--- src/hdl/mprq_pkg.sv ---
// ----------------------------------------------------------------------------
// mprq_pkg
// Types, sizes and codes shared by the packet ring queue modules.
// ----------------------------------------------------------------------------
package mprq_pkg;

  localparam int CHANNELS     = 4;
  localparam int QUEUE_SLOTS  = 8;
  localparam int PACKET_BYTES = 64;

  localparam int NSLOTS     = CHANNELS * QUEUE_SLOTS;
  localparam int DATA_DEPTH = NSLOTS * PACKET_BYTES;
  localparam int CH_W       = (CHANNELS > 1) ? $clog2(CHANNELS) : 1;
  localparam int QS_W       = $clog2(QUEUE_SLOTS);
  localparam int SLOT_W     = $clog2(NSLOTS);
  localparam int ADDR_W     = $clog2(DATA_DEPTH);
  localparam int OFF_W      = $clog2(PACKET_BYTES + 1);

  localparam logic [1:0] CMD_WRITE = 2'd0;
  localparam logic [1:0] CMD_READ  = 2'd1;
  localparam logic [1:0] CMD_CLEAR = 2'd2;

  localparam logic [2:0] ST_WRITTEN   = 3'd0;
  localparam logic [2:0] ST_READ_BYTE = 3'd1;
  localparam logic [2:0] ST_EMPTY     = 3'd2;
  localparam logic [2:0] ST_TOO_LONG  = 3'd3;
  localparam logic [2:0] ST_TOO_SMALL = 3'd4;
  localparam logic [2:0] ST_CLEARED   = 3'd5;

  typedef struct packed {
    logic [1:0]  cmd;
    logic [1:0]  channel;
    logic [7:0]  data_byte;
    logic        last_byte;
    logic [11:0] length_value;
  } req_word_t;

  typedef struct packed {
    logic [2:0] status;
    logic [7:0] read_byte;
    logic [6:0] stored_length;
    logic       last_result;
  } rsp_word_t;

  typedef enum logic [1:0] {
    S_IDLE,
    S_LEN,
    S_STREAM
  } ctl_state_t;

  typedef struct packed {
    logic      push;
    rsp_word_t word;
  } q_push_t;

  typedef struct packed {
    logic [1:0] count;
    logic       pop;
  } q_stat_t;

  typedef struct packed {
    logic              we;
    logic [ADDR_W-1:0] waddr;
    logic [7:0]        wdata;
    logic [ADDR_W-1:0] raddr;
  } dmem_req_t;

  typedef struct packed {
    logic              we;
    logic [SLOT_W-1:0] waddr;
    logic [OFF_W-1:0]  wdata;
    logic [SLOT_W-1:0] raddr;
  } lmem_req_t;

endpackage

--- src/hdl/mprq_outq.sv ---
// ----------------------------------------------------------------------------
// mprq_outq
// Two-word output queue; decouples the response channel from the core.
// ----------------------------------------------------------------------------
module mprq_outq (
  input  logic               clk,
  input  logic               rst,
  input  mprq_pkg::q_push_t  push,
  output mprq_pkg::q_stat_t  stat,
  output logic               rsp_valid,
  input  logic               rsp_stall,
  output mprq_pkg::rsp_word_t rsp
);
  import mprq_pkg::*;

  rsp_word_t  mem [2];
  logic       rd_ptr;
  logic       wr_ptr;
  logic [1:0] count;
  logic       pop;

  assign pop        = (count != 2'd0) && !rsp_stall;
  assign rsp_valid  = (count != 2'd0);
  assign rsp        = mem[rd_ptr];
  assign stat.count = count;
  assign stat.pop   = pop;

  always_ff @(posedge clk) begin
    if (push.push) begin
      mem[wr_ptr] <= push.word;
    end
  end

  always_ff @(posedge clk) begin
    if (rst) begin
      rd_ptr <= 1'b0;
      wr_ptr <= 1'b0;
      count  <= 2'd0;
    end else begin
      if (push.push) begin
        wr_ptr <= !wr_ptr;
      end
      if (pop) begin
        rd_ptr <= !rd_ptr;
      end
      count <= count + {1'b0, push.push} - {1'b0, pop};
    end
  end

endmodule

--- config.mk ---
export PLATFORM = sky130hd
export DESIGN_NAME = mprq_outq
export DESIGN_NICKNAME = d
export VERILOG_FILES = /design/src/hdl/mprq_pkg.sv /design/src/hdl/mprq_outq.sv
export SDC_FILE = /design/constraint.sdc
export NUM_CORES = 1
export LEC_CHECK = 0
export BUFFER_PORTS_ARGS = -buffer_cell sky130_fd_sc_hd__buf_2
export CAP_MARGIN = 20
export CORE_MARGIN = 2
export CORE_UTILIZATION = 51
export CTS_CLUSTER_DIAMETER = 100
export DETAILED_ROUTE_END_ITERATION = 10
export GPL_ROUTABILITY_DRIVEN = 0
export PLACE_DENSITY = 0.78
export SYNTH_ARGS = -nofsm -noshare
export SYNTH_HDL_FRONTEND = slang
export SYNTH_SLANG_ARGS = --single-unit
--- constraint.sdc ---
create_clock -name clk -period 2.3 [get_ports clk]
set_input_delay 0.23 -clock clk [delete_from_list [all_inputs] [get_ports clk]]
set_output_delay 0.23 -clock clk [all_outputs]
set_load 0.005 [all_outputs]
==> impl_metrics.tcl <==
set metrics [dict create \
    slowest_delay_ns 0.39 \
    power_density_nw_per_um2 908 \
    setup_tns_ns 0 \
    grt_pass1_wl_mm 3.82 \
    multiInputGateArea_sq_um 387 \
    rrSetupSlack_ns 0.84 \
    skew_ns 0.00524 \
    grtUsageTotal_pct 15.1 \
    holdCritPathClass "primary input to flop" \
    remaining_drc_errors 0 \
    cp_cell_sequence "buf_4 -> mux2_2 -> buf_2" \
    final_max_slew_viol_count 0 \
    fmax_mhz 592 \
    num_vias 857 \
    netlist_area_sq_um 1670 \
    worstHoldStart "push[18]" \
    synth-edff-count 38 \
    arrival_ns 1.46 \
    path_class "flop to primary output" \
    netlist.area_leader.share_pct 68.3 \
    dr.pass1.iters 2 \
    start_kind "flop" \
    grt.overflow.total 0 \
    tightest_slew_ns 0.443 \
    drive_gt1_share_pct 56.3 \
    vdd_drop_max_uv 647 \
    die_y_microns 61.3 \
    r2r-start "count[1]" \
    die_x_microns 61.3 \
    period_minus_slack_ns 1.69 \
    syn_inst 82 \
    hold_violations 0 \
    clock_sinks 43 \
    dieArea_sq_um 3750 \
    slowest_stage "mux2_2" \
    post_cts_resized 0 \
    yosysTopAreaCell "edfxtp_1" \
    dp_hpwl_mm 1.87 \
    cp-endpoint "rsp[1]" \
    rsz0062_at_grt "false" \
    start_util_pct 54.3 \
    first_global_vias 856 \
    reg2reg_to "count[1]" \
    synth_area_leaders "edfxtp_1 (68%), mux2_4 (9.0%), mux2_2 (6.1%), dfxtp_1 (6.0%), ha_1 (1.5%)" \
    pin_count 46 \
    antenna_cells 0 \
    reg2reg_depth 6 \
    via_per_inst 4.79 \
    grt_max_degree 20 \
    placementRows 20 \
    fillers 234 \
    synth_nets 107 \
    avgSynthCellArea_sq_um 20.4 \
    ys_seq_area_share_pct 74.3 \
    ant_nets 0 \
    placed_cell_area_sq_um 1940 \
    root_buffer "clkbuf_4" \
    wl_per_cell_microns 14.3 \
    setup_viol 0 \
    async_flop_share_pct 0 \
    hold_buffers 0 \
    antenna_found_initial 0 \
    cts_tree "yes" \
    wirelength_mm 2.56 \
    cts_buffers 5 \
    h-tree-depth 2 \
    dp.cells 171 \
    ys_ff_latch 43 \
    status "finished clean" \
    synth_cell_type_count 18 \
    path_clk_slew_ns 0.11 \
    ys.warnings.count 0 \
    min_period_over_period_pct 73.5 \
    crit_path_end_kind "primary output" \
    clk_latency_ns 0.34 \
    slew-limit-headroom_pct 70.4 \
    critical_path_required_ns 2.07 \
    seq_area_sq_um 1240 \
    synthTopCellsByCount "edfxtp_1 (38), mux2_4 (10), mux2_2 (9)" \
    core-area_sq_um 3080 \
    final_cells 179 \
    stdcell_area_sq_um 2010 \
    drt_iter0_drc 22 \
    cap_violations 0 \
    synth_most_common_cell "edfxtp_1" \
    io_buffers 45 \
    clk_path_buf_depth 2 \
    final_nets 159 \
    power.leakage_nw 0.823 \
    postCtsSetupRepairBufs 0 \
    syn_to_final_growth_pct 20.1 \
    cp_max_fo 19 \
    synth_ff_type "edfxtp_1" \
]
per-stage QoR:
step	hold slack [ns]	worst slack, ns	util [%]	power [mW]
finish	0.0724	0.609	65.2	1.82
global route	0.0474	0.538	65.2	1.93
CTS	0.0505	0.580	65.2	1.85
detailed placement	0.423	0.838	63.0	1.45
global placement	0.419	0.923	63.0	1.43
floorplan	0.302	0.707	-	1.31
area by class of cell:
| class | instances | area share, % |
|---|---|---|
| clock buffer | 8 | 3.43 |
| inverter | 2 | 0.374 |
| multi-input combinational | 34 | 19.3 |
| sequential | 43 | 61.8 |
| tap | 44 | 2.74 |
| timing repair buffer | 48 | 12.3 |
worst max-delay path: cells and delay by family (launching register included):
kind,cells,cell delay (ns)
buf+inv,2,0.42
flops,1,0.32
mux,1,0.39
power by group:
| part | internal, mW | total [mW] | switching [mW] |
|---|---|---|---|
| sequential | 0.925 | 0.958 | 0.0331 |
| clock | 0.180 | 0.394 | 0.214 |
| combinational | 0.280 | 0.471 | 0.191 |
worst min-delay path by stage:
stage	to	depth (start not counted)
after floorplan	count[0]	1
after global placement	mem[0][6]	1
after detailed placement	mem[1][18]	1
after CTS	mem[1][18]	1
after global routing	mem[1][18]	1
final	mem[1][18]	1
routing by layer:
layer | share of wire, % | vias to the layer above | global-route usage, %
li1 | - | 409 | -
met1 | 39 | 412 | 16.9
met2 | 53 | 31 | 24.8
met3 | 6.8 | 5 | 6.51
met4 | 1.1 | 0 | 7.76
met5 | 0 | - | 0
layout by cell type (no fill, tap or decap), drive strengths merged:
master | synthesis | routed
buf | 3 | 48
edfxtp | 38 | 38
mux2 | 21 | 21
clkbuf | 0 | 8
dfxtp | 5 | 5
nor2 | 3 | 3
inv | 2 | 2
ha | 2 | 2
nor2b | 2 | 2
o21ba | 1 | 1
and2 | 1 | 1
or2 | 1 | 1
and2b | 1 | 1
xnor2 | 1 | 1
xnor3 | 1 | 1
cells by family (layout without fill, tap and decap cells):
family          after synthesis  count (layout)  synth area share (%)
mux                          21              21                  16.4
buf+inv                       5              58                  2.77
flops                        43              43                  74.3
simple gates                  8               8                  2.62
fa+ha+maj                     2               2                  1.50
compound gates                1               1                 0.599
xor+xnor                      2               2                  1.87
state kept, by name, summed over array words and instances (netlist names), named ones only:
name,count
count,2
mem,38
wr_ptr,1
rd_ptr,1
Power figures use the tool's default switching activity.
