==> config.mk <==
export PLATFORM = sky130hd
export DESIGN_NAME = mprq_ram
export DESIGN_NICKNAME = d
export VERILOG_FILES = /design/src/hdl/mprq_ram.sv
export SDC_FILE = /design/constraint.sdc
export NUM_CORES = 1
export LEC_CHECK = 0
export ABC_CLOCK_PERIOD_IN_PS = 3200
export BUFFER_PORTS_ARGS = -buffer_cell sky130_fd_sc_hd__buf_2
export CORE_UTILIZATION = 25
export DETAILED_ROUTE_END_ITERATION = 16
export RECOVER_POWER = 100
export SETUP_SLACK_MARGIN = 0.15
export SYNTH_ARGS = -nofsm -noshare
export SYNTH_HDL_FRONTEND = slang
export SYNTH_SLANG_ARGS = --single-unit
==> constraint.sdc <==
create_clock -name clk -period 3.2 [get_ports clk]
set_input_delay 0.64 -clock clk [delete_from_list [all_inputs] [get_ports clk]]
set_output_delay 0.64 -clock clk [all_outputs]
set_load 0.02 [all_outputs]
==> src/hdl/mprq_ram.sv <==
// ----------------------------------------------------------------------------
// mprq_ram
// Generic single write port, single read port RAM with registered read.
// ----------------------------------------------------------------------------
module mprq_ram #(
  parameter int WIDTH = 8,
  parameter int DEPTH = 16
) (
  input  logic                     clk,
  input  logic                     we,
  input  logic [$clog2(DEPTH)-1:0] waddr,
  input  logic [WIDTH-1:0]         wdata,
  input  logic [$clog2(DEPTH)-1:0] raddr,
  output logic [WIDTH-1:0]         rdata
);

  logic [WIDTH-1:0] mem [DEPTH];

  always_ff @(posedge clk) begin
    if (we) begin
      mem[waddr] <= wdata;
    end
    rdata <= mem[raddr];
  end

endmodule

==> run metrics, run 1 <==
Setup Buffers After CTS=0; footprint of the multi-input gates=1060 um2; Die ar.=~21000 um2; Critical Path RT=3.49 ns; final design area excluding fillers=6150 um2; Mapped Area=slightly above 5000 um2; CTS-repair resized insts=0; root buffer cell=clkbuf_16; # fillers=between 1500 and 2000; maximum root-to-sink buffer count=2; Max-Slew Margin vs Limit=40.2%; xor/xnor share of the synthesized area=0%; Synth Area in Adders=0%; worst hold path class=flip-flop to flip-flop; DIE HEIGHT=145 um; Mapped Avg Cell Area=22.5 um2; Post-synth ARST share=0%; CTS tree=done; Worst Hold Depth=3; Worst-path clk slew=0.06 ns; Setup Skew=0.00947 ns; final antenna-violating net count=0; vias per cell=4.31; Core ar.=about 20000 um2; max_cap viols=0; initial detailed-routing violation count=176; critical-path maximum fanout=20; initial antenna violation count=0; top cells by area, synth=edfxtp_1, mux4_2, mux4_1; row count=52; Buffers on Ports=25; Power Density=669 nW/um2; number of synthesized register bits=136; outcome=complete, no violations; Final min period=2.17 ns; Reg area=4000 um2; area grow syn2layout=19.5%; worst skew pair latency=0.42 ns; Top FF cell, synth=edfxtp_1; reg2reg setup slack=around 1.7 ns; post-layout total power=~0.0041 W; global router's overall resource usage=a little over a tenth; H-tree depth=4; Layout Nets=294; WL per Instance=18.6 um; Placer Congestion=0.716; Worst VDD drop=459 uV; Fin. Hold Viols=0; setup TNS=0 ns; ant diodes=0; reg2reg path depth=3; Yosys warnings=0; share of the synthesized area in the top cell type=74.7%; Compound-Gate Fraction of Synth Area=approximately 2.3%; Final Max Tran Viols=0; DR DRC count=0; main combinational cell family by area after synthesis=multiplexers; measured slew at the worst slew-check pin=0.893 ns; Hold Path Origin=mem[14][3]; first-pass GRT wire length=16000 um; vias in the first global route=2572; Tcrit/Tclk final=67.9%; # setup viols final=0; reg2reg end=rdata[2]; Yosys cell types=19; initial core utilization=25.4%; RSZ-0062 raised after global routing=no; RR Startpoint=mem[1][2]; Post-CTS Hold Buffers=0; Num CTS Buffers=17; register area share after synthesis=77.8%; HPWL Detailed=6790 um; router iterations before antenna repair=4; startpoint type of the worst setup path=primary input; number of flops mapped to enable cells by yosys=128; ratio of cells with drive above 1 in the final layout=19.7%; Worst Setup End Kind=flip-flop; grt ovf=0; drt total wl=10400 um; # IOs=26; top-count cell post-synth=edfxtp_1; leakage=1.94 nW; data arrival time of the critical path=2.46 ns; leading area contributor after synthesis=edfxtp_1; Synth Instances=about 230; crit path kind=primary input to flip-flop; dpl cell area=about 5600 um2; Synth top cells by count=edfxtp_1, mux4_2, a22oi_1; hold endpoint=rdata[3]; pin count of the biggest net entering global routing=29; mux share of post-synthesis cell area=15.0%; syn nets=roughly 250; clock sinks=136; final core utilization=30.4%; simple-gate share of the synthesized area=3.18%; detailed-route via count=about 2400; die width=approximately 150 um; Fmax=between 400 and 500 MHz
-- through the flow --
stage / setup WS, ns / cells / hold slack, ns
3_5_place_dp: 0.587 / 527 / 0.667
3_3_place_gp: 0.575 / 527 / 0.661
5_1_grt: 0.898 / 559 / 0.707
4_1_cts: 1.03 / 559 / 0.601
6_report: 1.03 / 559 / 0.673
2_1_floorplan: 1.07 / 229 / 0.629
-- routing by layer --
metal  global-route usage [%]  share of wire (%)  vias to the layer above
li1                         -                  -                     1067
met3                     3.23                5.9                       14
met1                     14.3                 46                     1249
met4                     4.11                1.5                        0
met5                        0                  0                        -
met2                     15.8                 46                       80
-- cell families after synthesis --
kind of cell / count (synthesis)
DFF: 136
buffers and inverters: 10
and+or+nand+nor: 35
AOI/OAI and AO/OA: 16
muxes: 32
-- cell usage in the layout, fill, tap and decap left out, drive strengths merged --
| master | count |
|---|---|
| edfxtp | 128 |
| clkbuf | 52 |
| mux4 | 32 |
| a22oi | 16 |
| nor2 | 13 |
| nand2 | 9 |
| dfxtp | 8 |
| buf | 8 |
| nor3 | 4 |
| clkinvlp | 3 |
| clkinv | 3 |
| nand3b | 2 |
| nand2b | 2 |
| bufinv | 2 |
| inv | 2 |
| nor2b | 1 |
| and2 | 1 |
| and2b | 1 |
| nand3 | 1 |
| or3b | 1 |
-- where the power goes --
part	internal, W	leakage [nW]	switching [W]	total [W]
registers	0.00199	1.22	0.0000132	0.00201
logic	0.0000677	0.438	0.000119	0.000187
clock network	0.00121	0.283	0.000710	0.00192
total	0.00327	1.94	0.000842	0.00411
-- cell type report --
cell class	instances	share of cell area [%]
Clock buffer	22	7.71
Clock inverter	10	1.93
Multi-Input combinational cell	83	17.2
Sequential cell	136	65.1
Tap cell	270	5.49
Timing Repair Buffer	38	2.56
-- worst max-delay path, stage by stage --
cell and delay, ns:
buf_2 0.50, buf_4 0.34, mux4_2 0.52, a22oi_1 0.33, nand2_1 0.11
-- worst max-delay path by stage --
stage	startpoint	endpoint	slack (ns)	cells after the start
floorplan	waddr[2]	mem[0][0]	1.07	2
global placement	raddr[0]	rdata[6]	0.57	5
detailed placement	raddr[0]	rdata[6]	0.59	5
CTS	raddr[0]	rdata[6]	1.03	5
global route	raddr[0]	rdata[6]	0.90	5
finish	raddr[0]	rdata[6]	1.03	5
-- flip-flops by register name, summed over array words and instances, names as in the netlist --
register and flops:
mem 128, rdata 8
No activity file was read; power rests on OpenSTA's default activity.
==> run 2: changes to the inputs <==
--- a/config.mk
+++ b/config.mk
@@ -5,7 +5,7 @@
 export SDC_FILE = /design/constraint.sdc
 export NUM_CORES = 1
 export LEC_CHECK = 0
-export ABC_CLOCK_PERIOD_IN_PS = 3200
+export ABC_CLOCK_PERIOD_IN_PS = 2250
 export BUFFER_PORTS_ARGS = -buffer_cell sky130_fd_sc_hd__buf_2
 export CORE_UTILIZATION = 25
 export DETAILED_ROUTE_END_ITERATION = 16
==> constraint.sdc (replaced) <==
create_clock -name clk -period 2.25 [get_ports clk]
set_input_delay 0.45 -clock clk [delete_from_list [all_inputs] [get_ports clk]]
set_output_delay 0.45 -clock clk [all_outputs]
set_load 0.02 [all_outputs]
==> run metrics, run 2 (synthesized netlist as in run 1, its figures left out) <==
worst skew pair latency=0.42 ns; dpl ws=0.381 ns; Placer Congestion=0.684; DIE HEIGHT=145 um; ratio of cells with drive above 1 in the final layout=20.9%; initial antenna violation count=0; detailed-route via count=2412; RSZ-0062 raised after global routing=no; post-layout total power=0.00601 W; Final min period=1.66 ns; grt ovf=0; clock sinks=136; Largest Register=mem; # IOs=26; worst setup path end=mem[0][1]; Top Registers=mem: 128 flops, rdata: 8 flops; reg2reg end=rdata[2]; area grow syn2layout=21.7%; die width=roughly 150 um; Reg power frac=47.5%; GR Layer Usage met2=~16%; RR Startpoint=mem[9][2]; maximum root-to-sink buffer count=2; DR DRC count=0; router iterations before antenna repair=4; first-pass GRT wire length=about 15000 um; most frequent cells in the layout=edfxtp_1, clkbuf_1, mux4_2, clkbuf_16, a22oi_1; Max-Slew Margin vs Limit=50.2%; Worst Setup End Kind=flip-flop; measured slew at the worst slew-check pin=between 0.7 and 0.8 ns; most common cell after layout, fill and taps aside=edfxtp_1; ant diodes=0; pin count of the biggest net entering global routing=33; Sw Pwr=approximately 0.0012 W; data arrival time of the critical path=1.71 ns; Fmax=604 MHz; initial core utilization=25.4%; HPWL Detailed=6670 um; final core utilization=between 30% and 40%; setup TNS=0 ns; Fin. Hold Viols=0; critical-path maximum fanout=8; Clock power frac=48.0%; outcome=complete, no violations; Power Density=about 960 nW/um2; root buffer cell=clkbuf_16; combinational share of power=4.5%; CTS tree=done; met1 Usage GRT=13.3%; Num CTS Buffers=17; Tcrit/Tclk final=between 70% and 80%; Pint=0.00479 W; CTS-repair resized insts=0; row count=52; Layout Nets=302; Largest register FFs=128; vias in the first global route=2586; final antenna-violating net count=0; initial detailed-routing violation count=175; max_cap viols=0; GRT busiest layer=met2; Sw Share=20.2%; H-tree depth=4; vias per cell=4.25; crit path kind=primary input to flip-flop; Critical Path RT=2.30 ns; Post-CTS Hold Buffers=0; Setup Skew=0.00823 ns; GR Layer Usage met3=3.20%; Core ar.=20200 um2; drt total wl=10100 um; leakage=1.99 nW; Die ar.=21200 um2; global router's overall resource usage=10.4%; WL per Instance=17.9 um; reg2reg setup slack=0.87 ns; Worst-path clk slew=~0.05 ns; Final Max Tran Viols=0; final worst slack=0.593 ns; reg2reg path depth=3; Worst VDD drop=584 uV; # setup viols final=0; startpoint type of the worst setup path=primary input; worst hold path class=primary input to flip-flop; Setup Buffers After CTS=0; Crit. Startpoint=waddr[2]; final design area excluding fillers=6260 um2; Buffers on Ports=25; dpl cell area=5720 um2
[run 2: cell types whose count changed in the layout (fill, tap and decap cells not counted), sizes merged]
cell / before / now
clkinvlp: 3 / 5
buf: 8 / 11
bufinv: 2 / 4
inv: 2 / 1
clkinv: 3 / 5
[run 2: layer usage]
| metal | up-vias | share of wire, % |
|---|---|---|
| met4 | 0 | 1.5 |
| li1 | 1081 | - |
| met3 | 14 | 4.9 |
| met2 | 60 | 48 |
| met1 | 1257 | 45 |
| met5 | - | 0 |
[run 2: worst min path at each step]
stage                             to       start  depth (start not counted)  slack (ns)
after global placement      rdata[1]  mem[14][1]                          3        0.65
after CTS                 mem[10][4]    wdata[4]                          1        0.39
after floorplan            mem[0][0]    wdata[0]                          0        0.55
after global routing       mem[4][4]    wdata[4]                          1        0.55
after detailed placement    rdata[5]  mem[11][5]                          3        0.67
final                      mem[7][4]    wdata[4]                          1        0.54
[run 2: layout make-up]
cell class	instances	area, um2
clock buffer	17	425
tap	270	338
multi-input combinational	83	1060
fill	1948	14000
clock inverter	15	203
sequential	136	4000
timing repair buffer	46	236
[run 2: stage by stage]
stage / std cells / hold WS [ns]
after floorplan: 229 / 0.549
after global placement: 535 / 0.647
after detailed placement: 535 / 0.668
after CTS: 567 / 0.388
after global routing: 567 / 0.547
final: 567 / 0.541
[run 2: critical path: stages]
cell	delay [ns]
clkbuf_1	0.10
or3b_2	0.51
nor3_1	0.18
clkbuf_1	0.45
[run 2: power groups by stage]
stage	clock, W	combinational [W]	sequential [W]
floorplan	0	0.000144	0.00292
CTS	0.00293	0.000290	0.00286
finish	0.00288	0.000270	0.00286
detailed placement	0	0.000290	0.00291
global route	0.00303	0.000296	0.00286
global placement	0	0.000282	0.00291
