--- src/hdl/mprq_pkg.sv ---
// ----------------------------------------------------------------------------
// mprq_pkg
// Types, sizes and codes shared by the packet ring queue modules.
// ----------------------------------------------------------------------------
package mprq_pkg;

  localparam int CHANNELS     = 4;
  localparam int QUEUE_SLOTS  = 8;
  localparam int PACKET_BYTES = 64;

  localparam int NSLOTS     = CHANNELS * QUEUE_SLOTS;
  localparam int DATA_DEPTH = NSLOTS * PACKET_BYTES;
  localparam int CH_W       = (CHANNELS > 1) ? $clog2(CHANNELS) : 1;
  localparam int QS_W       = $clog2(QUEUE_SLOTS);
  localparam int SLOT_W     = $clog2(NSLOTS);
  localparam int ADDR_W     = $clog2(DATA_DEPTH);
  localparam int OFF_W      = $clog2(PACKET_BYTES + 1);

  localparam logic [1:0] CMD_WRITE = 2'd0;
  localparam logic [1:0] CMD_READ  = 2'd1;
  localparam logic [1:0] CMD_CLEAR = 2'd2;

  localparam logic [2:0] ST_WRITTEN   = 3'd0;
  localparam logic [2:0] ST_READ_BYTE = 3'd1;
  localparam logic [2:0] ST_EMPTY     = 3'd2;
  localparam logic [2:0] ST_TOO_LONG  = 3'd3;
  localparam logic [2:0] ST_TOO_SMALL = 3'd4;
  localparam logic [2:0] ST_CLEARED   = 3'd5;

  typedef struct packed {
    logic [1:0]  cmd;
    logic [1:0]  channel;
    logic [7:0]  data_byte;
    logic        last_byte;
    logic [11:0] length_value;
  } req_word_t;

  typedef struct packed {
    logic [2:0] status;
    logic [7:0] read_byte;
    logic [6:0] stored_length;
    logic       last_result;
  } rsp_word_t;

  typedef enum logic [1:0] {
    S_IDLE,
    S_LEN,
    S_STREAM
  } ctl_state_t;

  typedef struct packed {
    logic      push;
    rsp_word_t word;
  } q_push_t;

  typedef struct packed {
    logic [1:0] count;
    logic       pop;
  } q_stat_t;

  typedef struct packed {
    logic              we;
    logic [ADDR_W-1:0] waddr;
    logic [7:0]        wdata;
    logic [ADDR_W-1:0] raddr;
  } dmem_req_t;

  typedef struct packed {
    logic              we;
    logic [SLOT_W-1:0] waddr;
    logic [OFF_W-1:0]  wdata;
    logic [SLOT_W-1:0] raddr;
  } lmem_req_t;

endpackage

--- src/hdl/mprq_ctrl.sv ---
// ----------------------------------------------------------------------------
// mprq_ctrl
// Queue sequencer: ring indices, full marks, write assembly, read streaming.
// ----------------------------------------------------------------------------
module mprq_ctrl (
  input  logic                clk,
  input  logic                rst,
  input  logic                req_valid,
  output logic                req_stall,
  input  mprq_pkg::req_word_t req,
  output mprq_pkg::dmem_req_t dmem,
  input  logic [7:0]          dmem_rdata,
  output mprq_pkg::lmem_req_t lmem,
  input  logic [mprq_pkg::OFF_W-1:0] lmem_rdata,
  output mprq_pkg::q_push_t   qpush,
  input  mprq_pkg::q_stat_t   qstat
);
  import mprq_pkg::*;

  ctl_state_t state, state_next;

  logic [QS_W-1:0]   head [CHANNELS];
  logic [QS_W-1:0]   tail [CHANNELS];
  logic [NSLOTS-1:0] slot_full;
  logic [OFF_W-1:0]  wo;
  logic              rej;

  logic [SLOT_W-1:0] slot_q;
  logic [CH_W-1:0]   ch_q;
  logic [11:0]       cap_q;
  logic              full_q;
  logic [OFF_W-1:0]  n_q;
  logic [OFF_W-1:0]  idx;
  logic              inflight;
  logic              inflight_last;

  logic              accept;
  logic              room;
  logic [2:0]        occ;
  logic              ch_ok;
  logic [CH_W-1:0]   ch_idx;
  logic [SLOT_W-1:0] ch_base;
  logic [SLOT_W-1:0] hslot;
  logic [SLOT_W-1:0] tslot;
  logic              is_write;
  logic              is_read;
  logic              is_clear;
  logic              rej_new;
  logic              store;
  logic [OFF_W-1:0]  wo_after;
  logic              issue;
  logic              idx_last;
  logic              release_slot;
  logic              len_fits;

  assign occ    = {1'b0, qstat.count} + {2'b0, inflight} - {2'b0, qstat.pop};
  assign room   = (occ <= 3'd1);
  assign accept = req_valid && !req_stall;

  assign ch_ok   = (32'(req.channel) < 32'(CHANNELS));
  assign ch_idx  = CH_W'(req.channel);
  assign ch_base = SLOT_W'(SLOT_W'(ch_idx) * SLOT_W'(QUEUE_SLOTS));
  assign hslot   = ch_base + SLOT_W'(head[ch_idx]);
  assign tslot   = ch_base + SLOT_W'(tail[ch_idx]);

  assign is_write = accept && (req.cmd == CMD_WRITE) && ch_ok;
  assign is_read  = accept && (req.cmd == CMD_READ) && ch_ok;
  assign is_clear = accept && (req.cmd == CMD_CLEAR);

  assign rej_new  = rej || (32'(req.length_value) > 32'(PACKET_BYTES));
  assign store    = !rej_new && (32'(wo) < 32'(req.length_value))
                    && (32'(wo) < 32'(PACKET_BYTES));
  assign wo_after = store ? wo + OFF_W'(1) : wo;

  assign len_fits = (32'(lmem_rdata) <= 32'(cap_q));
  assign idx_last = (idx == n_q - OFF_W'(1));

  always_comb begin
    dmem.we    = is_write && store;
    dmem.waddr = ADDR_W'(ADDR_W'(hslot) * ADDR_W'(PACKET_BYTES)) + ADDR_W'(wo);
    dmem.wdata = req.data_byte;
    dmem.raddr = ADDR_W'(ADDR_W'(slot_q) * ADDR_W'(PACKET_BYTES)) + ADDR_W'(idx);
    lmem.we    = is_write && req.last_byte && !rej_new;
    lmem.waddr = hslot;
    lmem.wdata = wo_after;
    lmem.raddr = tslot;
  end

  always_comb begin
    state_next   = state;
    req_stall    = 1'b1;
    issue        = 1'b0;
    release_slot = 1'b0;
    qpush.push   = 1'b0;
    qpush.word   = '0;
    unique case (state)
      S_IDLE: begin
        req_stall = !(room && !inflight);
        if (inflight) begin
          qpush.push = 1'b1;
          qpush.word = '{ST_READ_BYTE, dmem_rdata, 7'(n_q), inflight_last};
        end else if (is_write) begin
          qpush.push = 1'b1;
          qpush.word = '{rej_new ? ST_TOO_LONG : ST_WRITTEN, 8'd0, 7'd0, 1'b1};
        end else if (is_clear) begin
          qpush.push = 1'b1;
          qpush.word = '{ST_CLEARED, 8'd0, 7'd0, 1'b1};
        end
        if (is_read) begin
          state_next = S_LEN;
        end
      end
      S_LEN: begin
        qpush.push = 1'b1;
        state_next = S_IDLE;
        if (!full_q) begin
          qpush.word = '{ST_EMPTY, 8'd0, 7'd0, 1'b1};
        end else if (!len_fits) begin
          qpush.word = '{ST_TOO_SMALL, 8'd0, 7'(lmem_rdata), 1'b1};
        end else begin
          release_slot = 1'b1;
          if (lmem_rdata == '0) begin
            qpush.word = '{ST_READ_BYTE, 8'd0, 7'd0, 1'b1};
          end else begin
            qpush.push = 1'b0;
            state_next = S_STREAM;
          end
        end
      end
      S_STREAM: begin
        if (inflight) begin
          qpush.push = 1'b1;
          qpush.word = '{ST_READ_BYTE, dmem_rdata, 7'(n_q), inflight_last};
        end
        issue = room;
        if (room && idx_last) begin
          state_next = S_IDLE;
        end
      end
      default: begin
        state_next = S_IDLE;
      end
    endcase
  end

  always_ff @(posedge clk) begin
    if (rst) begin
      state <= S_IDLE;
    end else begin
      state <= state_next;
    end
  end

  always_ff @(posedge clk) begin
    if (rst) begin
      slot_full     <= '0;
      wo            <= '0;
      rej           <= 1'b0;
      inflight      <= 1'b0;
      inflight_last <= 1'b0;
      for (int i = 0; i < CHANNELS; i++) begin
        head[i] <= '0;
        tail[i] <= '0;
      end
    end else begin
      inflight      <= issue;
      inflight_last <= idx_last;
      if (is_clear) begin
        slot_full <= '0;
        wo        <= '0;
        rej       <= 1'b0;
        for (int i = 0; i < CHANNELS; i++) begin
          head[i] <= '0;
          tail[i] <= '0;
        end
      end else if (is_write) begin
        if (req.last_byte) begin
          wo  <= '0;
          rej <= 1'b0;
          if (!rej_new) begin
            slot_full[hslot] <= 1'b1;
            head[ch_idx] <= (head[ch_idx] == QS_W'(QUEUE_SLOTS - 1)) ? '0
                            : head[ch_idx] + QS_W'(1);
          end
        end else begin
          wo  <= wo_after;
          rej <= rej_new;
        end
      end else if (release_slot) begin
        slot_full[slot_q] <= 1'b0;
        tail[ch_q] <= (tail[ch_q] == QS_W'(QUEUE_SLOTS - 1)) ? '0
                      : tail[ch_q] + QS_W'(1);
      end
    end
  end

  always_ff @(posedge clk) begin
    if (is_read) begin
      slot_q <= tslot;
      ch_q   <= ch_idx;
      cap_q  <= req.length_value;
      full_q <= slot_full[tslot];
    end
    if (state == S_LEN) begin
      n_q <= lmem_rdata;
      idx <= '0;
    end else if (issue) begin
      idx <= idx + OFF_W'(1);
    end
  end

endmodule

--- config.mk ---
export PLATFORM = sky130hd
export DESIGN_NAME = mprq_ctrl
export DESIGN_NICKNAME = d
export VERILOG_FILES = /design/src/hdl/mprq_pkg.sv /design/src/hdl/mprq_ctrl.sv
export SDC_FILE = /design/constraint.sdc
export NUM_CORES = 1
export LEC_CHECK = 0
export BUFFER_PORTS_ARGS = -buffer_cell sky130_fd_sc_hd__buf_2
export CORE_MARGIN = 5
export CORE_UTILIZATION = 50
export CTS_CLUSTER_SIZE = 16
export DETAILED_ROUTE_END_ITERATION = 10
export HOLD_SLACK_MARGIN = 0.02
export PLACE_DENSITY = 0.8
export SYNTH_ARGS = -nofsm -noshare
export SYNTH_HDL_FRONTEND = slang
export SYNTH_SLANG_ARGS = --single-unit
--- constraint.sdc ---
create_clock -name clk -period 12.05 [get_ports clk]
set_clock_uncertainty 0.2 [all_clocks]
set_input_delay 1.205 -clock clk [delete_from_list [all_inputs] [get_ports clk]]
set_output_delay 1.205 -clock clk [all_outputs]
set_load 0.01 [all_outputs]
==> results.json, run 1 <==
{
  "drt_drc_violations_left": 0,
  "fin_ws_ns": 6.68,
  "hold_start": "rej",
  "drtPass1Iterations": 6,
  "synth_area_um2": 6190,
  "cts.clk_slew.worst_paths_ns": 0.07,
  "synth_cell_types": 61,
  "die_w_um": 121,
  "synth_edf_count": 49,
  "swShare_pct": 25.1,
  "period_needed_ns": 5.37,
  "start_util_pct": 51.3,
  "hold_class": "reg2reg",
  "cts_max_level": 3,
  "path_max_fanout": 5,
  "start_kind": "input port",
  "setup_viol": 0,
  "ys_seq_elements": 102,
  "avgSynthCellArea_um2": 9.64,
  "maxCapViolations": 0,
  "worst_ep_required_time_ns": 10.64,
  "vias_per_cell": 6.18,
  "row_count": 40,
  "p_total_mw": 0.755,
  "final_util_pct": 57.1,
  "vdd_drop_max_mv": 0.0665,
  "clock.fmax_mhz": 186,
  "ys_seq_area_share_pct": 40.9,
  "power_density_nw_per_um2": 110,
  "synthCells": 642,
  "fp.dieH_um": 121,
  "final_antenna_net_count": 0,
  "grt_max_degree": 57,
  "ys_async_sr_fraction_pct": 0,
  "numCtsBuffers": 9,
  "hold_depth": 2,
  "core_area_um2": 12100,
  "place_worst_setup_slack_ns": 6.75,
  "crit_type": "in2out",
  "period_share_pct": 44.5,
  "whs_ns": 0.280,
  "cts_tree": "yes",
  "synth_ff_type": "dfxtp_1",
  "power_frac_clock_pct": 38.3,
  "syn_nets": 718,
  "cts.sinks": 102,
  "crit_start": "qstat[0]",
  "cp-end-kind": "output port",
  "portBuffers": 99,
  "cts_resized": 0,
  "fin_nets": 764,
  "p_sw_mw": 0.190,
  "place.gp.congestion": 0.865,
  "arrival_ns": 3.96,
  "slew_viol_final": 0,
  "internal_power_mw": 0.565,
  "cts_root_buf": "clkbuf_16",
  "vias": 5323,
  "grt_overflow_total": 0,
  "reg2reg_from": "inflight",
  "status": "complete, no violations",
  "cts_setup_buffers": 0,
  "yosysWarnings": 0,
  "antenna_found_initial": 0,
  "routed_wl_mm": 16.2,
  "post_route_cells_drive_above_1_share_pct": 23.2,
  "fin_cells": 861,
  "clock_path_buffers": 2,
  "p_leak_nw": 2.93,
  "insertion_delay_ns": 0.35,
  "wl_per_cell_um": 18.8,
  "placed_area_um2": 6600,
  "hold_violations": 0,
  "worstRegToRegCells": 11,
  "slew-limit-headroom_pct": 19.6,
  "diodes": 0,
  "grt_usage_pct": 22.4,
  "cts_hold_buf": 0,
  "hpwl_mm": 11.6,
  "grt_pass1_wl_mm": 26.4,
  "finalInstanceArea_um2": 6890,
  "grt_pass1_vias": 5152,
  "worstMarginPinSlew_ns": 1.19,
  "setup_tns_ns": 0,
  "pwr-share-seq_pct": 50.3,
  "dp_cells": 845,
  "drt_iter0_drc": 459,
  "rsz0062_at_grt": "false",
  "die_area_um2": 14700,
  "area_growth_pct": 11.3,
  "io_pins": 116,
  "pwr-share-comb_pct": 11.4
}
cell families after synthesis:
group / count (synthesis) / share of synthesized area [%]
and+or+nand+nor: 207 / 16.9
AOI/OAI and AO/OA: 141 / 16.5
DFF: 102 / 40.9
buffers and inverters: 100 / 7.64
muxes: 35 / 7.58
adders and majority gates: 30 / 6.18
xor gates and xnor gates: 27 / 4.26
power by group through the flow:
stage | Sequential [mW] | Clock (mW) | Combinational [mW]
finish | 0.380 | 0.289 | 0.0859
global route | 0.381 | 0.308 | 0.0932
CTS | 0.380 | 0.290 | 0.0851
detailed placement | 0.388 | 0 | 0.0844
global placement | 0.387 | 0 | 0.0817
floorplan | 0.384 | 0 | 0.0609
registers in the layout, summed over array words and instances, names as in the netlist, named ones only:
| register | flops |
|---|---|
| slot_full | 32 |
| cap_q | 12 |
| head | 12 |
| tail | 12 |
| idx | 7 |
| n_q | 7 |
| wo | 7 |
| slot_q | 5 |
| state | 2 |
| full_q | 1 |
| inflight | 1 |
| inflight_last | 1 |
| rej | 1 |
critical path, cell delays in order:
cell and delay (ns):
buf_2 0.10, ha_1 0.26, inv_1 0.04, ha_1 0.18, fa_1 0.37, xnor2_1 0.18
or3b_1 0.47, nor3_1 0.63, nand3_1 0.29, inv_1 0.10, buf_2 0.13
metal layers:
layer | global-route usage, % | wire length (µm)
met4 | 7.14 | 380
met1 | 28.0 | 6640
met2 | 38.7 | 7920
met3 | 4.80 | 1280
met5 | 0 | 0
final timing paths:
check | end | slack [ns]
hold / removal | rej | 0.28
setup / recovery | lmem[17] | 6.68
setup reg to reg | head[1][0] | 7.63
hold reg to reg | rej | 0.28
synth_stat cells, drive strengths merged (11+ instances only):
library cell   n  share of area (%)
inv           32                1.9
nand3         13                1.1
mux2i         21                3.4
nor2          49                3.0
o21ai         18                1.5
a41o          12                1.9
edfxtp        49                 24
nand2         53                3.2
a31oi         33                3.3
xnor2         17                2.4
clkbuf        32                2.0
a31o          25                3.5
buf           35                3.7
nor3          21                1.8
dfxtp         53                 17
nand2b        14                1.4
and2          11                1.1
a21oi         13                1.1
ha            29                5.9
layout make-up:
type / instances / area [µm²]
inverters: 33 / 124
repair buffers: 102 / 518
well taps: 168 / 210
fillers: 1020 / 5170
flip-flops and latches: 102 / 2530
multi-input cells: 440 / 3210
clock inverters: 5 / 60.1
clock buffers: 11 / 233
cells in the final DEF, fill, tap and decap left out, types with 5 or more instances in the layout:
cell type / netlist / layout
buf_2: 5 / 99
a21oi_1: 13 / 13
ha_1: 29 / 29
nand3_1: 13 / 13
a31oi_1: 33 / 32
a31o_2: 25 / 25
nor4_1: 9 / 9
dfxtp_1: 53 / 53
nor2b_1: 6 / 6
a21o_1: 5 / 5
mux2i_1: 21 / 21
xor2_1: 8 / 8
nand2_1: 53 / 53
xnor2_1: 17 / 17
nand2b_1: 14 / 14
mux4_2: 9 / 9
a22o_1: 8 / 8
mux2_2: 5 / 5
nand4_1: 5 / 5
inv_1: 32 / 32
or3_1: 5 / 5
o21ai_0: 18 / 18
nor3_1: 20 / 19
clkbuf_16: 0 / 9
edfxtp_1: 49 / 49
nor2_1: 48 / 48
a41o_1: 12 / 12
and2_1: 11 / 11
(Power assumes the default switching activity.)
==> run 2, diff against run 1 <==
PLACE_DENSITY = 0.83   (was 0.8)
clock period = 4.74 ns   (was 12.05 ns; I/O delays follow)
==> run 2 against run 1 <==
Net effect:
- via count is 1.3% higher
- register-to-register slack worse by 6.8 ns
- die area stayed put
- count of clock-buffer cells in the layout is 1 higher
- hold slack worse by 0.17 ns
- first-iteration DRC count is 10% higher
- sequential share of layout area is 0.13 points lower
- largest cell class unchanged
- cell count is 0.12% higher
- critical path depth stayed put
- utilization is 0.21 points higher
==> results.json, run 2 (synthesized netlist as in run 1, its figures left out) <==
{
  "status": "complete, no violations",
  "fp.dieH_um": 121,
  "reg2reg_from": "inflight",
  "hold_class": "in2reg",
  "final_util_pct": 57.3,
  "period_share_pct": 87.0,
  "cts.clk_slew.worst_paths_ns": 0.07,
  "grt_usage_pct": 22.3,
  "setup_viol": 0,
  "slew-limit-headroom_pct": 16.5,
  "maxCapViolations": 0,
  "wl_per_cell_um": 19.2,
  "start_util_pct": 51.3,
  "min_to": "cap_q[2]",
  "path_cells": "inv_1 > ha_1 > inv_1 > ha_1 > fa_1 > xnor2_1 > or3b_1 > nor3_1 > nand3_1 > inv_1 > buf_2",
  "cp-end-kind": "output port",
  "vdd_drop_max_mv": 0.232,
  "cts_max_level": 3,
  "grt_pass1_vias": 5303,
  "top_register": "slot_full",
  "place.gp.congestion": 0.880,
  "fin_nets": 765,
  "setup_tns_ns": 0,
  "crit_type": "reg2out",
  "row_count": 40,
  "numCtsBuffers": 9,
  "path_max_fanout": 5,
  "diodes": 0,
  "cts_hold_buf": 0,
  "internal_power_mw": 1.45,
  "pwr-share-comb_pct": 11.1,
  "grt_max_degree": 56,
  "grt_overflow_total": 0,
  "cts_resized": 0,
  "area_growth_pct": 11.7,
  "drtPass1Iterations": 5,
  "final_common_cell": "buf_2",
  "slowest_delay_ns": 0.58,
  "swShare_pct": 25.8,
  "clock_path_buffers": 2,
  "hold_start": "req[2]",
  "worstRegToRegCells": 11,
  "arrival_ns": 3.45,
  "antenna_found_initial": 0,
  "period_needed_ns": 4.12,
  "hold_violations": 0,
  "start_kind": "register",
  "p_sw_mw": 0.504,
  "power_frac_clock_pct": 39.5,
  "hold_depth": 1,
  "ff2ff_setup_slack_ns": 0.81,
  "final_cell_mix": "buf_2, nand2_1, dfxtp_1",
  "pwr-share-seq_pct": 49.4,
  "final.fill_count": 1020,
  "cts_setup_buffers": 0,
  "crit_slowest_cell": "nor3_1",
  "die_area_um2": 14700,
  "crit_start": "inflight",
  "largest_register_ffs": 32,
  "timing.critical_path.mode_cell": "inv_1",
  "io_pins": 116,
  "cts_root_buf": "clkbuf_16",
  "insertion_delay_ns": 0.36,
  "power_density_nw_per_um2": 282,
  "worstMarginPinSlew_ns": 1.24,
  "drt_drc_violations_left": 0,
  "r2r-end": "head[1][1]",
  "rsz0062_at_grt": "false",
  "portBuffers": 99,
  "drt_iter0_drc": 506,
  "cts_tree": "yes",
  "vias_per_cell": 6.25,
  "worst_ep_required_time_ns": 4.07,
  "p_leak_nw": 2.95,
  "clock.fmax_mhz": 242,
  "die_w_um": 121,
  "vias": 5391,
  "core_area_um2": 12100,
  "grt_pass1_wl_mm": 26.4,
  "slew_viol_final": 0,
  "final_antenna_net_count": 0,
  "hpwl_mm": 11.9,
  "post_route_cells_drive_above_1_share_pct": 23.6,
  "cts.sinks": 102,
  "routed_wl_mm": 16.6
}
[run 2: changes by cell type in the layout (fill, tap and decap cells not counted), moves of 2 or more]
cell / before / now
clkbuf_1: 2 / 0
clkbuf_8: 0 / 2
inv_6: 0 / 3
clkinv_4: 2 / 0
[run 2: area by class of cell]
class                           count  area [µm²]  share of cell area, %
Clock buffer                       12         278                   4.02
Clock inverter                      4        32.5                  0.471
Inverter                           33         124                   1.79
Multi-Input combinational cell    440        3210                   46.5
Sequential cell                   102        2530                   36.6
Tap cell                          168         210                   3.04
Timing Repair Buffer              103         526                   7.60
[run 2: power groups by stage]
stage	registers (mW)	clock network [mW]	logic, mW
after floorplan	0.976	0	0.155
after detailed placement	0.984	0	0.214
after global placement	0.983	0	0.207
after global routing	0.967	0.810	0.238
after CTS	0.964	0.769	0.216
final	0.965	0.771	0.217
[run 2: worst max path at each step]
stage / to / slack, ns / cells after the start
2_1_floorplan: register / 0.54 / 9
3_3_place_gp: head[1][1] / 0.92 / 10
3_5_place_dp: head[1][1] / 0.75 / 11
4_1_cts: lmem[17] / 0.62 / 11
5_1_grt: lmem[17] / 0.36 / 11
6_report: lmem[17] / 0.62 / 11
[run 2: stage by stage]
| step | setup slack, ns | std cells | total power, mW | hold slack (ns) | area [µm²] |
|---|---|---|---|---|---|
| after floorplan | 0.537 | 642 | 1.13 | 0.241 | 6190 |
| after global placement | 0.917 | 846 | 1.19 | 0.263 | 6600 |
| after detailed placement | 0.745 | 846 | 1.20 | 0.286 | 6600 |
| after CTS | 0.624 | 862 | 1.95 | 0.109 | 6910 |
| after global routing | 0.363 | 862 | 2.01 | 0.106 | 6910 |
| final | 0.615 | 862 | 1.95 | 0.108 | 6910 |
[run 2: critical path: cells and delay by family, from the launching register on]
kind / cells / cell delay, ns
xor+xnor: 1 / 0.18
flops: 1 / 0.39
buf+inv: 4 / 0.36
fa+ha+maj: 3 / 0.83
simple gates: 3 / 1.34
[run 2: layer usage]
layer	global-route usage (%)	vias up	share of wire, %
li1	-	2442	-
met1	27.3	2608	40
met2	38.2	285	49
met3	4.43	56	7.6
met4	9.73	0	3.4
met5	0	-	0
==> run 3, diff against run 2 <==
HOLD_SLACK_MARGIN = 0.12   (was 0.02)
==> run 3 against run 2 <==
Net effect:
- die area stayed put
- register-to-register slack hardly changed
- design area is 0.87% higher
- sequential cell count stayed put
- global-route usage is 0.29 points higher
- largest cell class unchanged
==> results.json, run 3 (synthesized netlist as in run 1, its figures left out) <==
{
  "worstRegToRegCells": 11,
  "min_to": "cap_q[4]",
  "worst_ep_required_time_ns": 4.07,
  "p_sw_mw": 0.507,
  "row_count": 40,
  "start_util_pct": 51.3,
  "die_w_um": 121,
  "fin_nets": 771,
  "status": "complete, no violations",
  "maxCapViolations": 0,
  "crit_slowest_cell": "nor3_1",
  "grt_pass1_wl_mm": 26.6,
  "reg2reg_from": "inflight",
  "cts_tree": "yes",
  "worstMarginPinSlew_ns": 1.28,
  "grt_usage_pct": 22.6,
  "grt_overflow_total": 0,
  "portBuffers": 99,
  "final_cell_mix": "buf_2, nand2_1, dfxtp_1",
  "drt_drc_violations_left": 0,
  "cts_root_buf": "clkbuf_16",
  "p_leak_nw": 2.98,
  "top_register": "slot_full",
  "diodes": 0,
  "fin_ws_ns": 0.619,
  "drtPass1Iterations": 5,
  "arrival_ns": 3.45,
  "hold_class": "in2reg",
  "setup_viol": 0,
  "wl_per_cell_um": 19.4,
  "cts.clk_slew.worst_paths_ns": 0.07,
  "r2r-end": "head[1][1]",
  "setup_tns_ns": 0,
  "p_total_mw": 1.96,
  "path_delay_family": "simple AND/OR/NAND/NOR gates",
  "cts_setup_buffers": 0,
  "place_worst_setup_slack_ns": 0.745,
  "slowest_delay_ns": 0.58,
  "slew_viol_final": 0,
  "antenna_found_initial": 0,
  "seq_area_um2": 2530,
  "period_needed_ns": 4.12,
  "routed_wl_mm": 16.8,
  "path_max_fanout": 5,
  "swShare_pct": 25.9,
  "grt_max_degree": 56,
  "power_density_nw_per_um2": 281,
  "crit_type": "reg2out",
  "dp_cells": 846,
  "period_share_pct": 86.9,
  "cts_hold_buf": 6,
  "pwr-share-seq_pct": 49.2,
  "cts.sinks": 102,
  "grt_pass1_vias": 5368,
  "core_area_um2": 12100,
  "clock.fmax_mhz": 243,
  "final.fill_count": 1011,
  "area_growth_pct": 12.7,
  "vias": 5426,
  "insertion_delay_ns": 0.36,
  "final_util_pct": 57.8,
  "vias_per_cell": 6.25,
  "fin_cells": 868,
  "io_pins": 116,
  "cp-end-kind": "output port",
  "pwr-share-comb_pct": 11.3,
  "place.gp.congestion": 0.880,
  "post_route_cells_drive_above_1_share_pct": 23.4,
  "hold_start": "req[4]",
  "ff2ff_setup_slack_ns": 0.81,
  "drt_iter0_drc": 490,
  "cts_max_level": 3,
  "hold_depth": 1,
  "largest_register_ffs": 32,
  "vdd_drop_max_mv": 0.232,
  "final_antenna_net_count": 0,
  "fp.dieH_um": 121,
  "multi_input_area_um2": 3210,
  "hpwl_mm": 11.9,
  "crit_buf_inv": 4,
  "timing.critical_path.mode_cell": "inv_1",
  "power_frac_clock_pct": 39.4,
  "final_common_cell": "buf_2",
  "die_area_um2": 14700,
  "cts_resized": 0,
  "internal_power_mw": 1.45,
  "path_cells": "inv_1 > ha_1 > inv_1 > ha_1 > fa_1 > xnor2_1 > or3b_1 > nor3_1 > nand3_1 > inv_1 > buf_2",
  "rsz0062_at_grt": "false",
  "numCtsBuffers": 9,
  "hold_violations": 0,
  "slew-limit-headroom_pct": 14.0,
  "clock_path_buffers": 2,
  "start_kind": "register"
}
-- run 3: cell count changes in the layout (fill, tap and decap cells not counted) --
cell	previous run	this run
dlygate4sd3_1	0	6
-- run 3: routing by layer --
metal | share of wire (%) | track usage, % | up-vias
li1 | - | - | 2456
met5 | 0 | 0 | -
met2 | 49 | 38.9 | 294
met3 | 8.9 | 5.08 | 63
met1 | 39 | 27.2 | 2613
met4 | 3.3 | 9.52 | 0
-- run 3: power by group through the flow --
stage	combinational (mW)	sequential, mW	clock [mW]
after floorplan	0.155	0.976	0
final	0.222	0.964	0.772
after CTS	0.220	0.964	0.769
after global routing	0.242	0.967	0.811
after detailed placement	0.214	0.984	0
after global placement	0.207	0.983	0
-- run 3: layout make-up --
class	instances	share of cell area [%]
multi-input combinational	440	46.1
sequential	102	36.3
timing repair buffer	109	8.40
clock buffer	12	3.98
tap	168	3.01
inverter	33	1.78
clock inverter	4	0.466
-- run 3: metrics by stage --
stage	hold WS [ns]	area (µm²)
2_1_floorplan	0.241	6190
3_3_place_gp	0.263	6600
3_5_place_dp	0.286	6600
4_1_cts	0.131	6970
5_1_grt	0.129	6970
6_report	0.130	6970
-- run 3: worst max path at each step --
stage | from | end | cells past startpoint
floorplan | qstat[0] | register | 9
global placement | qstat[0] | head[1][1] | 10
detailed placement | qstat[0] | head[1][1] | 11
CTS | inflight | lmem[17] | 11
global route | inflight | lmem[17] | 11
finish | inflight | lmem[17] | 11
-- run 3: worst reg2reg max path: stages (launching register included) --
cell      delay, ns
dfxtp_1        0.39
inv_1          0.08
ha_1           0.27
inv_1          0.04
ha_1           0.18
fa_1           0.38
xnor2_1        0.18
or3b_1         0.47
nor3_1         0.58
and4_1         0.28
buf_4          0.31
nor4bb_1       0.38
